===== src/sv/nc_pkg.sv =====
// Shared types, constants and the cell code function of the Nihilist letter unit.
package nc_pkg;

	localparam int CELLS     = 25;
	localparam int SIDE      = 5;
	localparam int LETTER_W  = 5;
	localparam int LABEL_W   = 10;
	localparam int CODE_W    = 24;
	localparam int NUM_W     = 25;
	localparam int BYTE_W    = 8;
	localparam int CFG_IDX_W = 3;
	localparam int CFG_DAT_W = 50;
	localparam int KEY_SLOTS = 8;
	localparam int KEY_LEN_W = 4;
	localparam int CELL_IDX_W = 5;

	localparam logic [BYTE_W-1:0] ASCII_A = 8'd97;
	localparam logic [BYTE_W-1:0] ASCII_I = 8'd105;
	localparam logic [BYTE_W-1:0] ASCII_J = 8'd106;
	localparam logic [BYTE_W-1:0] ASCII_Z = 8'd122;

	localparam logic [LETTER_W-1:0] LETTER_I = 5'd8;
	localparam logic [LETTER_W-1:0] LETTER_J = 5'd9;

	localparam logic ACT_ENCRYPT = 1'b0;
	localparam logic ACT_DECRYPT = 1'b1;

	typedef enum logic [CFG_IDX_W-1:0] {
		REG_CELLS_FIRST   = 3'd0,
		REG_CELLS_MIDDLE  = 3'd1,
		REG_CELLS_LAST    = 3'd2,
		REG_COLUMN_LABELS = 3'd3,
		REG_ROW_LABELS    = 3'd4,
		REG_KEY_LETTERS   = 3'd5,
		REG_KEY_LENGTH    = 3'd6
	} reg_idx_t;

	typedef struct packed {
		logic [CELLS-1:0][LETTER_W-1:0] letter;
		logic [CELLS-1:0][CODE_W-1:0]   code;
		logic [CELLS-1:0]               first;
		logic [KEY_SLOTS*LETTER_W-1:0]  key_letters;
		logic [KEY_LEN_W-1:0]           key_length;
	} sq_cfg_t;

	function automatic logic [CODE_W-1:0] cell_code(input logic [LABEL_W-1:0] h,
			input logic [LABEL_W-1:0] v);
		logic [CODE_W-1:0] hx;
		logic [CODE_W-1:0] vx;
		hx = CODE_W'(h);
		vx = CODE_W'(v);
		if (v < LABEL_W'(10)) begin
			return hx * CODE_W'(10) + vx;
		end else if (v < LABEL_W'(100)) begin
			return hx * CODE_W'(100) + vx;
		end else if (v < LABEL_W'(1000)) begin
			return hx * CODE_W'(1000) + vx;
		end
		return hx * CODE_W'(10000) + vx;
	endfunction

endpackage


===== src/sv/nc_ifs.sv =====
// Channel interfaces of the Nihilist letter unit: input, result and configuration.
interface nc_in_if;
	logic                        valid;
	logic                        ready;
	logic                        action;
	logic                        message_start;
	logic [nc_pkg::BYTE_W-1:0]   plain_byte;
	logic [nc_pkg::NUM_W-1:0]    cipher_code;

	modport source (output valid, action, message_start, plain_byte, cipher_code,
		input ready);
	modport sink (input valid, action, message_start, plain_byte, cipher_code,
		output ready);
endinterface

interface nc_out_if;
	logic                        valid;
	logic                        ready;
	logic [nc_pkg::NUM_W-1:0]    cipher_number;
	logic [nc_pkg::BYTE_W-1:0]   plain_letter;
	logic                        not_found;

	modport source (output valid, cipher_number, plain_letter, not_found, input ready);
	modport sink (input valid, cipher_number, plain_letter, not_found, output ready);
endinterface



===== src/sv/nc_key_seq.sv =====
// Key position counter advanced at each accepted word that yields a result and restarted at message_start.
module nc_key_seq #(
	parameter int KEY_LETTERS_MAX = 8
) (
	input  logic                      clk,
	input  logic                      arst_n,
	input  logic                      take,
	input  logic                      restart,
	input  logic                      advance,
	input  logic [nc_pkg::KEY_LEN_W-1:0] key_length,
	output logic [(KEY_LETTERS_MAX > 1 ? $clog2(KEY_LETTERS_MAX) : 1)-1:0] pos
);
	import nc_pkg::*;

	localparam int POS_W = KEY_LETTERS_MAX > 1 ? $clog2(KEY_LETTERS_MAX) : 1;

	logic [POS_W-1:0]     key_pos_q;
	logic [POS_W-1:0]     pos_start;
	logic [KEY_LEN_W-1:0] len;
	logic [KEY_LEN_W-1:0] pos_inc;

	always_comb begin
		len = key_length;
		if (len == '0) begin
			len = KEY_LEN_W'(1);
		end
		if (len > KEY_LEN_W'(KEY_LETTERS_MAX)) begin
			len = KEY_LEN_W'(KEY_LETTERS_MAX);
		end
		pos_start = restart ? '0 : key_pos_q;
		pos = (KEY_LEN_W'(pos_start) >= len) ? '0 : pos_start;
		pos_inc = KEY_LEN_W'(pos) + KEY_LEN_W'(1);
	end

	always_ff @(posedge clk or negedge arst_n) begin
		if (!arst_n) begin
			key_pos_q <= '0;
		end else if (take) begin
			if (advance) begin
				key_pos_q <= (pos_inc >= len) ? '0 : pos_inc[POS_W-1:0];
			end else if (restart) begin
				key_pos_q <= '0;
			end
		end
	end

endmodule


===== src/sv/nc_core.sv =====
// Input register, code lookup stage and result register of the letter cipher.
module nc_core #(
	parameter int KEY_LETTERS_MAX = 8
) (
	input  logic             clk,
	input  logic             arst_n,
	nc_in_if.sink            msg_in,
	nc_out_if.source         msg_out,
	input  nc_pkg::sq_cfg_t  sq
);
	import nc_pkg::*;

	localparam int POS_W = KEY_LETTERS_MAX > 1 ? $clog2(KEY_LETTERS_MAX) : 1;

	function automatic logic [CELL_IDX_W-1:0] find_cell(input sq_cfg_t s,
			input logic [LETTER_W-1:0] l);
		logic [CELL_IDX_W-1:0] idx;
		idx = '0;
		for (int i = CELLS - 1; i >= 0; i--) begin
			if (s.letter[i] == l) begin
				idx = CELL_IDX_W'(i);
			end
		end
		return idx;
	endfunction

	logic                  take;
	logic                  is_letter;
	logic                  drop;
	logic [BYTE_W-1:0]     folded;
	logic [POS_W-1:0]      pos;
	logic                  out_en;
	logic                  s2_en;
	logic                  s1_en;

	logic                  v_s1;
	logic                  action_s1;
	logic [LETTER_W-1:0]   letter_s1;
	logic [NUM_W-1:0]      code_s1;
	logic [POS_W-1:0]      pos_s1;

	logic                  v_s2;
	logic                  action_s2;
	logic [CODE_W-1:0]     key_code_s2;
	logic [CODE_W-1:0]     msg_code_s2;
	logic [NUM_W-1:0]      code_s2;

	logic                  out_v_q;
	logic [NUM_W-1:0]      number_q;
	logic [BYTE_W-1:0]     plain_q;
	logic                  not_found_q;

	logic [LETTER_W-1:0]   key_letter;
	logic [CODE_W-1:0]     key_code;
	logic [CODE_W-1:0]     msg_code;
	logic [NUM_W-1:0]      target;
	logic                  hit;
	logic [LETTER_W-1:0]   hit_letter;
	logic [NUM_W-1:0]      number_d;
	logic [BYTE_W-1:0]     plain_d;
	logic                  not_found_d;

	assign out_en = !out_v_q || msg_out.ready;
	assign s2_en  = !v_s2 || out_en;
	assign s1_en  = !v_s1 || s2_en;
	assign msg_in.ready = s1_en;
	assign take = msg_in.valid && msg_in.ready;

	assign folded = (msg_in.plain_byte == ASCII_J) ? ASCII_I : msg_in.plain_byte;
	assign is_letter = (folded >= ASCII_A) && (folded <= ASCII_Z);
	assign drop = (msg_in.action == ACT_ENCRYPT) && !is_letter;

	nc_key_seq #(
		.KEY_LETTERS_MAX(KEY_LETTERS_MAX)
	) u_key_seq (
		.clk        (clk),
		.arst_n     (arst_n),
		.take       (take),
		.restart    (msg_in.message_start),
		.advance    (!drop),
		.key_length (sq.key_length),
		.pos        (pos)
	);

	always_comb begin
		key_letter = sq.key_letters[pos_s1*LETTER_W +: LETTER_W];
		if (key_letter == LETTER_J) begin
			key_letter = LETTER_I;
		end
		key_code = sq.code[find_cell(sq, key_letter)];
		msg_code = sq.code[find_cell(sq, letter_s1)];
	end

	always_comb begin
		target = code_s2 - NUM_W'(key_code_s2);
		hit = 1'b0;
		hit_letter = '0;
		for (int i = CELLS - 1; i >= 0; i--) begin
			if (sq.first[i] && NUM_W'(sq.code[i]) == target) begin
				hit = 1'b1;
				hit_letter = sq.letter[i];
			end
		end
		if (code_s2 < NUM_W'(key_code_s2)) begin
			hit = 1'b0;
		end
		if (action_s2 == ACT_ENCRYPT) begin
			number_d    = NUM_W'(msg_code_s2) + NUM_W'(key_code_s2);
			plain_d     = '0;
			not_found_d = 1'b0;
		end else begin
			number_d    = '0;
			plain_d     = hit ? ASCII_A + BYTE_W'(hit_letter) : '0;
			not_found_d = !hit;
		end
	end

	always_ff @(posedge clk or negedge arst_n) begin
		if (!arst_n) begin
			v_s1    <= 1'b0;
			v_s2    <= 1'b0;
			out_v_q <= 1'b0;
		end else begin
			if (s1_en) begin
				v_s1 <= take && !drop;
			end
			if (s2_en) begin
				v_s2 <= v_s1;
			end
			if (out_en) begin
				out_v_q <= v_s2;
			end
		end
	end

	always_ff @(posedge clk) begin
		if (s1_en) begin
			action_s1 <= msg_in.action;
			letter_s1 <= LETTER_W'(folded - ASCII_A);
			code_s1   <= msg_in.cipher_code;
			pos_s1    <= pos;
		end
		if (s2_en) begin
			action_s2   <= action_s1;
			key_code_s2 <= key_code;
			msg_code_s2 <= msg_code;
			code_s2     <= code_s1;
		end
		if (out_en) begin
			number_q    <= number_d;
			plain_q     <= plain_d;
			not_found_q <= not_found_d;
		end
	end

	assign msg_out.valid         = out_v_q;
	assign msg_out.cipher_number = number_q;
	assign msg_out.plain_letter  = plain_q;
	assign msg_out.not_found     = not_found_q;

endmodule

===== src/flat_wrapper.sv =====
// flat-port wrapper written by rule: the top's interface ports become plain ports
module nc_core_flat import nc_pkg::*;
#(
	parameter int KEY_LETTERS_MAX = 8
)
  (clk, arst_n, sq, msg_in_valid, msg_in_action, msg_in_message_start, msg_in_plain_byte, msg_in_cipher_code, msg_in_ready, msg_out_valid, msg_out_cipher_number, msg_out_plain_letter, msg_out_not_found, msg_out_ready);
  nc_in_if msg_in_i ();
  nc_out_if msg_out_i ();
  input  logic clk;
  input  logic arst_n;
  input  nc_pkg::sq_cfg_t sq;
  input wire logic [$bits(msg_in_i.valid)-1:0] msg_in_valid;
  input wire logic [$bits(msg_in_i.action)-1:0] msg_in_action;
  input wire logic [$bits(msg_in_i.message_start)-1:0] msg_in_message_start;
  input wire logic [$bits(msg_in_i.plain_byte)-1:0] msg_in_plain_byte;
  input wire logic [$bits(msg_in_i.cipher_code)-1:0] msg_in_cipher_code;
  output wire logic [$bits(msg_in_i.ready)-1:0] msg_in_ready;
  output wire logic [$bits(msg_out_i.valid)-1:0] msg_out_valid;
  output wire logic [$bits(msg_out_i.cipher_number)-1:0] msg_out_cipher_number;
  output wire logic [$bits(msg_out_i.plain_letter)-1:0] msg_out_plain_letter;
  output wire logic [$bits(msg_out_i.not_found)-1:0] msg_out_not_found;
  input wire logic [$bits(msg_out_i.ready)-1:0] msg_out_ready;
  assign msg_in_i.valid = msg_in_valid;
  assign msg_in_i.action = msg_in_action;
  assign msg_in_i.message_start = msg_in_message_start;
  assign msg_in_i.plain_byte = msg_in_plain_byte;
  assign msg_in_i.cipher_code = msg_in_cipher_code;
  assign msg_in_ready = msg_in_i.ready;
  assign msg_out_valid = msg_out_i.valid;
  assign msg_out_cipher_number = msg_out_i.cipher_number;
  assign msg_out_plain_letter = msg_out_i.plain_letter;
  assign msg_out_not_found = msg_out_i.not_found;
  assign msg_out_i.ready = msg_out_ready;
  nc_core #(.KEY_LETTERS_MAX(KEY_LETTERS_MAX)) u_core (.clk(clk), .arst_n(arst_n), .msg_in(msg_in_i), .msg_out(msg_out_i), .sq(sq));
endmodule

===== config.mk =====
export PLATFORM = sky130hd
export DESIGN_NAME = nc_core_flat
export DESIGN_NICKNAME = d
export VERILOG_FILES = /design/src/sv/nc_pkg.sv /design/src/sv/nc_ifs.sv /design/src/sv/nc_key_seq.sv /design/src/sv/nc_core.sv /design/src/flat_wrapper.sv
export SDC_FILE = /design/constraint.sdc
export NUM_CORES = 2
export LEC_CHECK = 0
export ABC_AREA = 0
export BUFFER_PORTS_ARGS = -buffer_cell sky130_fd_sc_hd__buf_2
export CORE_AREA = 4 4 341 343
export CTS_CLUSTER_SIZE = 28
export DETAILED_ROUTE_END_ITERATION = 6
export DIE_AREA = 0 0 345 347
export SYNTH_ARGS = -nofsm -noshare
export SYNTH_HDL_FRONTEND = slang
export SYNTH_SLANG_ARGS = --single-unit

===== constraint.sdc =====
create_clock -name clk -period 7.6 [get_ports clk]
set_clock_uncertainty 0.15 [all_clocks]
set_input_delay 1.52 -clock clk [delete_from_list [all_inputs] [get_ports clk]]
set_output_delay 1.52 -clock clk [all_outputs]
set_load 0.01 [all_outputs]

=== Word-level counts from Yosys, hierarchy flattened ===
Cells that the tools add are included.

* Add/subtract/negate cells: 5
* $mul: 1
* Magnitude comparators: 8
* Eq/ne operators: 77
* Shift-type cells: 1
* Muxes and demuxes: 113
* Bitwise gates (word level): 1
* Reductions and logical operators: 40

{| class="wikitable"
|+ Operator list
! operator !! number
|-
| == test 24 x 25 -> 1 bit || 25
|-
| 2-to-1 mux 5 bit || 76
|-
| == test 5 bit || 50
|-
| binary-select mux 24 bit (select 5 bit) || 2
|-
| 2-to-1 mux 24 bit || 2
|-
| variable part select 40 x 7 -> 5 bit || 1
|-
| logical AND 1 bit || 29
|-
| 2-to-1 mux 1 bit || 26
|-
| adder 24 x 24 -> 25 bit || 1
|-
| less-than comparator 25 x 24 -> 1 bit || 1
|-
| subtractor 25 x 24 -> 25 bit || 1
|-
| less-than comparator 5 x 6 -> 1 bit (second input constant) || 2
|-
| 2-to-1 mux 3 bit || 4
|-
| adder 7 x 5 -> 8 bit (first input constant) || 1
|-
| == test 8 x 7 -> 1 bit (second input constant) || 1
|-
| >= comparator 8 x 7 -> 1 bit (second input constant) || 1
|-
| less-or-equal comparator 8 x 7 -> 1 bit (second input constant) || 1
|-
| 2-to-1 mux 4 bit || 2
|-
| 2-to-1 mux 8 bit || 1
|-
| logical NOT 1 bit || 6
|-
| multiplier 3 x 3 -> 6 bit (second input constant) || 1
|-
| == test 5 x 4 -> 1 bit (second input constant) || 1
|-
| subtractor 5 x 1 -> 5 bit (second input constant) || 1
|-
| adder 3 x 1 -> 4 bit (second input constant) || 1
|-
| other kinds (7) || 9
|}

* Register bits after elaboration: 148
* Output and inout bits: 36
* Logic and storage cells: 261

=== Longest topological paths before layout ===
* Depth after elaboration: 32
* Mapped depth: 28
* Mapped depth without buffers: 24

=== Cells and area by module ===
A second synthesis with hierarchy kept.

* Cell total of the unflattened synthesis: 4514
* Area total of the unflattened synthesis: 34742.1 µm²

{| class="wikitable"
|+ By module, submodules not included
! module !! instances !! cells an instance !! area an instance (µm²) !! seq. area each (µm²)
|-
| nc_core || 1 || 4468 || 34360.5 || 4339.2
|-
| nc_key_seq || 1 || 46 || 381.6 || 75.1
|}

=== Least setup slack after synthesis ===
No wires, ideal clock.

* Path type: input to register
* From: input port sq[43] (netlist name)
* To: register u_core.key_code_s2[17] (data pin)
* Arrival: 5.576 ns
* Setup slack: 1.607 ns
* Stages: 17
* Path buffers: 4
* Path through: mux4_2 > mux2i_1 > buf_2 > buf_2 > xnor2_1 > nor4_1 > nand2_1 > and3_1 > o32a_1 > o31ai_2 > nand2_1 > buf_2 > buf_2 > a211oi_1 > a31oi_1 > a22oi_1 > a32oi_1

* Cells in the longest elaborated chain, start to end: 31

{| class="wikitable"
|+ RTL lines
! item !! line !! RTL
|-
| from (decl) || flat_wrapper.sv:11 || <nowiki>input nc_pkg::sq_cfg_t sq;</nowiki>
|-
| variable part select 40 x 7 -> 5 bit (*) || nc_core.sv:86 || <nowiki>key_letter = sq.key_letters[pos_s1*LETTER_W +: LETTER_W];</nowiki>
|-
| == test 5 x 4 -> 1 bit || nc_core.sv:87 || <nowiki>if (key_letter == LETTER_J) begin</nowiki>
|-
| 2-to-1 mux 5 bit (*) || nc_core.sv:87 ||
|-
| == test 5 bit || nc_core.sv:20 || <nowiki>if (s.letter[i] == l) begin</nowiki>
|-
| 2-to-1 mux 5 bit (24 in series) || nc_core.sv:20 ||
|-
| 2-to-1 mux 5 bit (*) || nc_core.sv:20 ||
|-
| binary-select mux 24 bit (select 5 bit) (*) || nc_core.sv:90 || <nowiki>key_code = sq.code[find_cell(sq, key_letter)];</nowiki>
|-
| 2-to-1 mux 24 bit (implied by the code) (*) || nc_core.sv:90 ||
|-
| net u_core.key_code[17] || nc_core.sv:54 || <nowiki>logic [CODE_W-1:0] key_code;</nowiki>
|-
| to (signal assigned) || nc_core.sv:145 || <nowiki>key_code_s2 <= key_code;</nowiki>
|-
| to (decl) || nc_core.sv:44 || <nowiki>logic [CODE_W-1:0] key_code_s2;</nowiki>
|}

The timed path passes the listed nets; every way through them passes the cells marked *. The select of a mux whose other input is x is not followed.
A chain may end at the register's enable or synchronous reset.

=== Worst setup path in the final report ===
* From: register u_core.key_code_s2[11]
* To: register u_core.plain_q[2], in the netlist u_core.msg_out.plain_letter[2] (data pin)

* Cells in the longest elaborated chain, start to end: 30

{| class="wikitable"
|+ RTL lines
! item !! line !! RTL
|-
| branches (longest 30 deep; another with subtractor 25 x 24 -> 25 bit) || - ||
|-
| to (signal assigned) || nc_core.sv:151 || <nowiki>plain_q <= plain_d;</nowiki>
|-
| to (decl) || nc_core.sv:50 || <nowiki>logic [BYTE_W-1:0] plain_q;</nowiki>
|}

Parallel ways; which one is timed is not known.

==> out/summary.txt <==
Largest fanout on the critical path = 8
Mapped cell area = 0.0351 mm²
Area of the multi-input gates = 0.0289 mm²
Final non-filler cell area = 0.0449 mm²
Average vias per placed instance = 6.49
Critical path data required time = 7.81 ns
F_max = 134 MHz
Routability congestion estimate = 1.10
WL per Instance = 38.6 µm
Routed Antenna Nets = 0
Synth Register Bits = 148
Setup slack of the worst register-to-register path = 0.16 ns
Peak-usage layer in the global routing report = met2
Number of max-cap violations = 0
Final core occ = 39.5%
Worst Hold Path Cells = 0
Crit end category = flip-flop
Number of DRC markers in iteration 0 = 7,899
Area share of the largest cell type after synthesis = 13.2%
Overall Global Routing Usage = 45.2%
GR Layer Usage met1 = 59.6%
Fraction of the cycle the final worst path needs = 97.9%
Setup Viol. Count Final = 0
Placed Instance Area = 0.0441 mm²
Share of async-settable or async-resettable flops after synthesis = 4.05%
Dpl hpwl = 240,000 µm
Commonest cells after routing, fill and taps aside = sky130_fd_sc_hd__buf_2, sky130_fd_sc_hd__nand2_1, sky130_fd_sc_hd__xnor2_1, sky130_fd_sc_hd__buf_4, sky130_fd_sc_hd__xor2_1
Worst hold-check path type = flip-flop to flip-flop
Share of synthesized area spent on multiplexers = 7.87%
Share of the synthesized netlist area taken by xor and xnor gates = 22.1%
Clock tree from TritonCTS = yes
Clock transition at the registers of the reported paths = 0.09 ns
Number of global-route vias before repair = 43.7k
Seq/Total Area, Yosys = 12.6%
Unique masters post-synth = 100
Count of fill cells added during filler insertion = 12.2k
Horizontal die dimension = 345 µm
Bufs on Longest Clock Path = 2
Warnings, synthesis = 0
Min cycle time layout = 7.44 ns
Post-synthesis cell count = 4,895
Post-layout nets = 6,768
Boundary Pins = 869
DRC errors left = 0
Standby leakage power = 0.0189 µW
Area of the die = 0.120 mm²
Main combinational cell family by area after synthesis = compound AO/OA/AOI/OAI gates
Effective utilization at floorplan = 30.9%
PortBufs = 868
Overflow after GRT = 0
Cell depth of the worst flop-to-flop path = 23
Number of clock sinks = 148
Number of enable-type register cells in the synthesized netlist = 142
CP arrival = 7.66 ns
Top cells by area, synth = sky130_fd_sc_hd__xnor2_1, sky130_fd_sc_hd__edfxtp_1, sky130_fd_sc_hd__nand2_1
Vertical extent of the die = 347 µm
Deepest level of the CTS H-tree = 4
Cell chosen for the clock root = sky130_fd_sc_hd__clkbuf_16
Status = finished clean
Synth Area in Adders = 2.22%
Number of buffers created by CTS = 17
Pins over their slew limit = 0
Max-slew headroom at the worst pin = 4.96%
First-pass iteration count of the detailed router = 7
PwrDens = 583 mW/mm²
FF/Latch Area = 0.00441 mm²
Std cell rows = 124
Met3 usage = 17.9%
Antenna violations before repair = 131
Area fraction in and, or, nand and nor cells after synthesis = 23.9%
Post-synthesis net count = 5,789
Vias = 48.5k
Synth Area in Compound Gates = 25.3%
Worst setup path class = flip-flop to flip-flop
Most common cell after layout, fill and taps aside = sky130_fd_sc_hd__buf_2
Library cell with the largest summed area after synthesis = sky130_fd_sc_hd__xnor2_1
Wire length reported by the detailed router = 288,000 µm
Total count of hold-check failures in the final report = 0
Worst slew pin tran = 1.43 ns
Fraction of met2 tracks used by global routing = 64.8%
Share of final-layout standard cells stronger than drive strength 1 = 25.8%
Aggregate negative setup slack = 0 ns
Clock latency of the later-clocked register in the worst-skew pair = 0.53 ns
Placeable Area = 0.114 mm²
VDD IR max = 0.357 mV
Largest net degree at the start of global routing = 114
Mean instance size in the synthesized netlist = 7.16 µm²
Critical path launch point type = flip-flop
First-pass GRT wire length = 381,000 µm
Post-CTS Setup Bufs = 0
Main synth FF type = sky130_fd_sc_hd__edfxtp_1
Signed area change from the synthesized netlist to the final layout = 27.9%
[where the power goes]
group          internal [µW]  switching (µW)
Clock                    486             465
Sequential              1320             248
Combinational           7990           15600
Total                   9800           16300
[cells in the mapped netlist (29+ instances only)]
| cell | count |
|---|---|
| sky130_fd_sc_hd__a211oi_1 | 178 |
| sky130_fd_sc_hd__a21oi_1 | 237 |
| sky130_fd_sc_hd__a221oi_1 | 66 |
| sky130_fd_sc_hd__a22oi_1 | 32 |
| sky130_fd_sc_hd__a311oi_1 | 29 |
| sky130_fd_sc_hd__a31oi_1 | 94 |
| sky130_fd_sc_hd__a32oi_1 | 49 |
| sky130_fd_sc_hd__and2_1 | 72 |
| sky130_fd_sc_hd__and3_1 | 72 |
| sky130_fd_sc_hd__buf_1 | 43 |
| sky130_fd_sc_hd__buf_2 | 86 |
| sky130_fd_sc_hd__clkbuf_1 | 253 |
| sky130_fd_sc_hd__edfxtp_1 | 142 |
| sky130_fd_sc_hd__ha_1 | 59 |
| sky130_fd_sc_hd__inv_1 | 127 |
| sky130_fd_sc_hd__mux2_2 | 41 |
| sky130_fd_sc_hd__mux2i_1 | 203 |
| sky130_fd_sc_hd__nand2_1 | 813 |
| sky130_fd_sc_hd__nand2b_1 | 29 |
| sky130_fd_sc_hd__nand3_1 | 191 |
| sky130_fd_sc_hd__nand4_1 | 70 |
| sky130_fd_sc_hd__nor2_1 | 193 |
| sky130_fd_sc_hd__nor2b_1 | 55 |
| sky130_fd_sc_hd__nor3_1 | 99 |
| sky130_fd_sc_hd__nor4_1 | 78 |
| sky130_fd_sc_hd__o2111ai_1 | 37 |
| sky130_fd_sc_hd__o211ai_1 | 100 |
| sky130_fd_sc_hd__o21ai_0 | 226 |
| sky130_fd_sc_hd__xnor2_1 | 527 |
| sky130_fd_sc_hd__xor2_1 | 306 |
[what timing repair did]
item,CTS,global route
gates resized for setup,0,7
endpoints found under the setup margin,0,5
hold buffers,0,0
[final timing paths]
check / start / end
max in group asynchronous: arst_n / u_core.msg_out.valid
min reg2reg: u_core.code_s1[3] / u_core.code_s2[3]
max reg2reg: u_core.key_code_s2[11] / u_core.msg_out.plain_letter[2]
min in group asynchronous: arst_n / u_core.u_key_seq.key_pos_q[0]
min: u_core.code_s1[3] / u_core.code_s2[3]
max: u_core.key_code_s2[11] / u_core.msg_out.plain_letter[2]
[layer usage]
metal / vias up / wire (µm)
met1: 23700 / 114000
li1: 19900 / -
met5: - / 222
met4: 36 / 15900
met3: 812 / 41400
met2: 4071 / 116000
[critical path, cell delays in order (launching register included)]
cell,delay (ns)
sky130_fd_sc_hd__edfxtp_1,0.57
sky130_fd_sc_hd__inv_1,0.08
sky130_fd_sc_hd__ha_1,0.59
sky130_fd_sc_hd__nand4_1,0.38
sky130_fd_sc_hd__a21oi_1,0.57
sky130_fd_sc_hd__a21oi_1,0.34
sky130_fd_sc_hd__nor3b_1,0.56
sky130_fd_sc_hd__or2_2,0.25
sky130_fd_sc_hd__nor2_1,0.05
sky130_fd_sc_hd__a2111oi_1,0.60
sky130_fd_sc_hd__buf_4,0.22
sky130_fd_sc_hd__nand2_1,0.09
sky130_fd_sc_hd__nor4_4,0.27
sky130_fd_sc_hd__buf_4,0.21
sky130_fd_sc_hd__a21o_1,0.11
sky130_fd_sc_hd__a21oi_1,0.06
sky130_fd_sc_hd__a2111oi_0,0.76
sky130_fd_sc_hd__o211a_1,0.33
sky130_fd_sc_hd__a2111oi_4,0.08
sky130_fd_sc_hd__o221ai_2,0.18
sky130_fd_sc_hd__inv_1,0.09
sky130_fd_sc_hd__ha_1,0.21
sky130_fd_sc_hd__or3_1,0.37
sky130_fd_sc_hd__a21oi_1,0.14
[registers in the layout (all words and copies together) (netlist names)]
signal / count
u_core.code_s1: 25
u_core.code_s2: 25
u_core.msg_out.cipher_number: 25
u_core.key_code_s2: 24
u_core.msg_code_s2: 24
u_core.msg_out.plain_letter: 8
u_core.letter_s1: 5
u_core.pos_s1: 3
u_core.u_key_seq.key_pos_q: 3
u_core.action_s1: 1
u_core.action_s2: 1
u_core.msg_out.not_found: 1
u_core.msg_out.valid: 1
u_core.v_s1: 1
u_core.v_s2: 1
[cell type report]
class,instances,share of cell area [%]
Inverter,127,1.06
Clock buffer,18,0.957
Multi-Input combinational cell,4231,64.5
Antenna cell,73,0.407
Clock inverter,14,0.338
Sequential cell,148,9.84
Tap cell,1512,4.22
Timing Repair Buffer,1349,18.7
[metrics by stage]
| stage | total power, µW | worst slack, ns | cells | hold WS (ns) |
|---|---|---|---|---|
| floorplan | 13700 | 1.61 | 4895 | 0.250 |
| global placement | 23800 | -0.0678 | 7367 | 0.254 |
| detailed placement | 23700 | 0.0258 | 7367 | 0.258 |
| CTS | 24700 | 0.301 | 7399 | 0.272 |
| global route | 26500 | -0.00641 | 7447 | 0.282 |
| finish | 26100 | 0.156 | 7472 | 0.275 |
[cells by family (layout without fill, tap and decap cells)]
kind of cell / count (synthesis) / after routing
other: 0 / 73
AOI/OAI and AO/OA: 1285 / 1285
muxes: 257 / 257
buffers and inverters: 516 / 1508
and+or+nand+nor: 1774 / 1774
DFF: 148 / 148
adders and majority gates: 61 / 61
xor gates and xnor gates: 854 / 854
No activity file was read; power rests on OpenSTA's default activity.
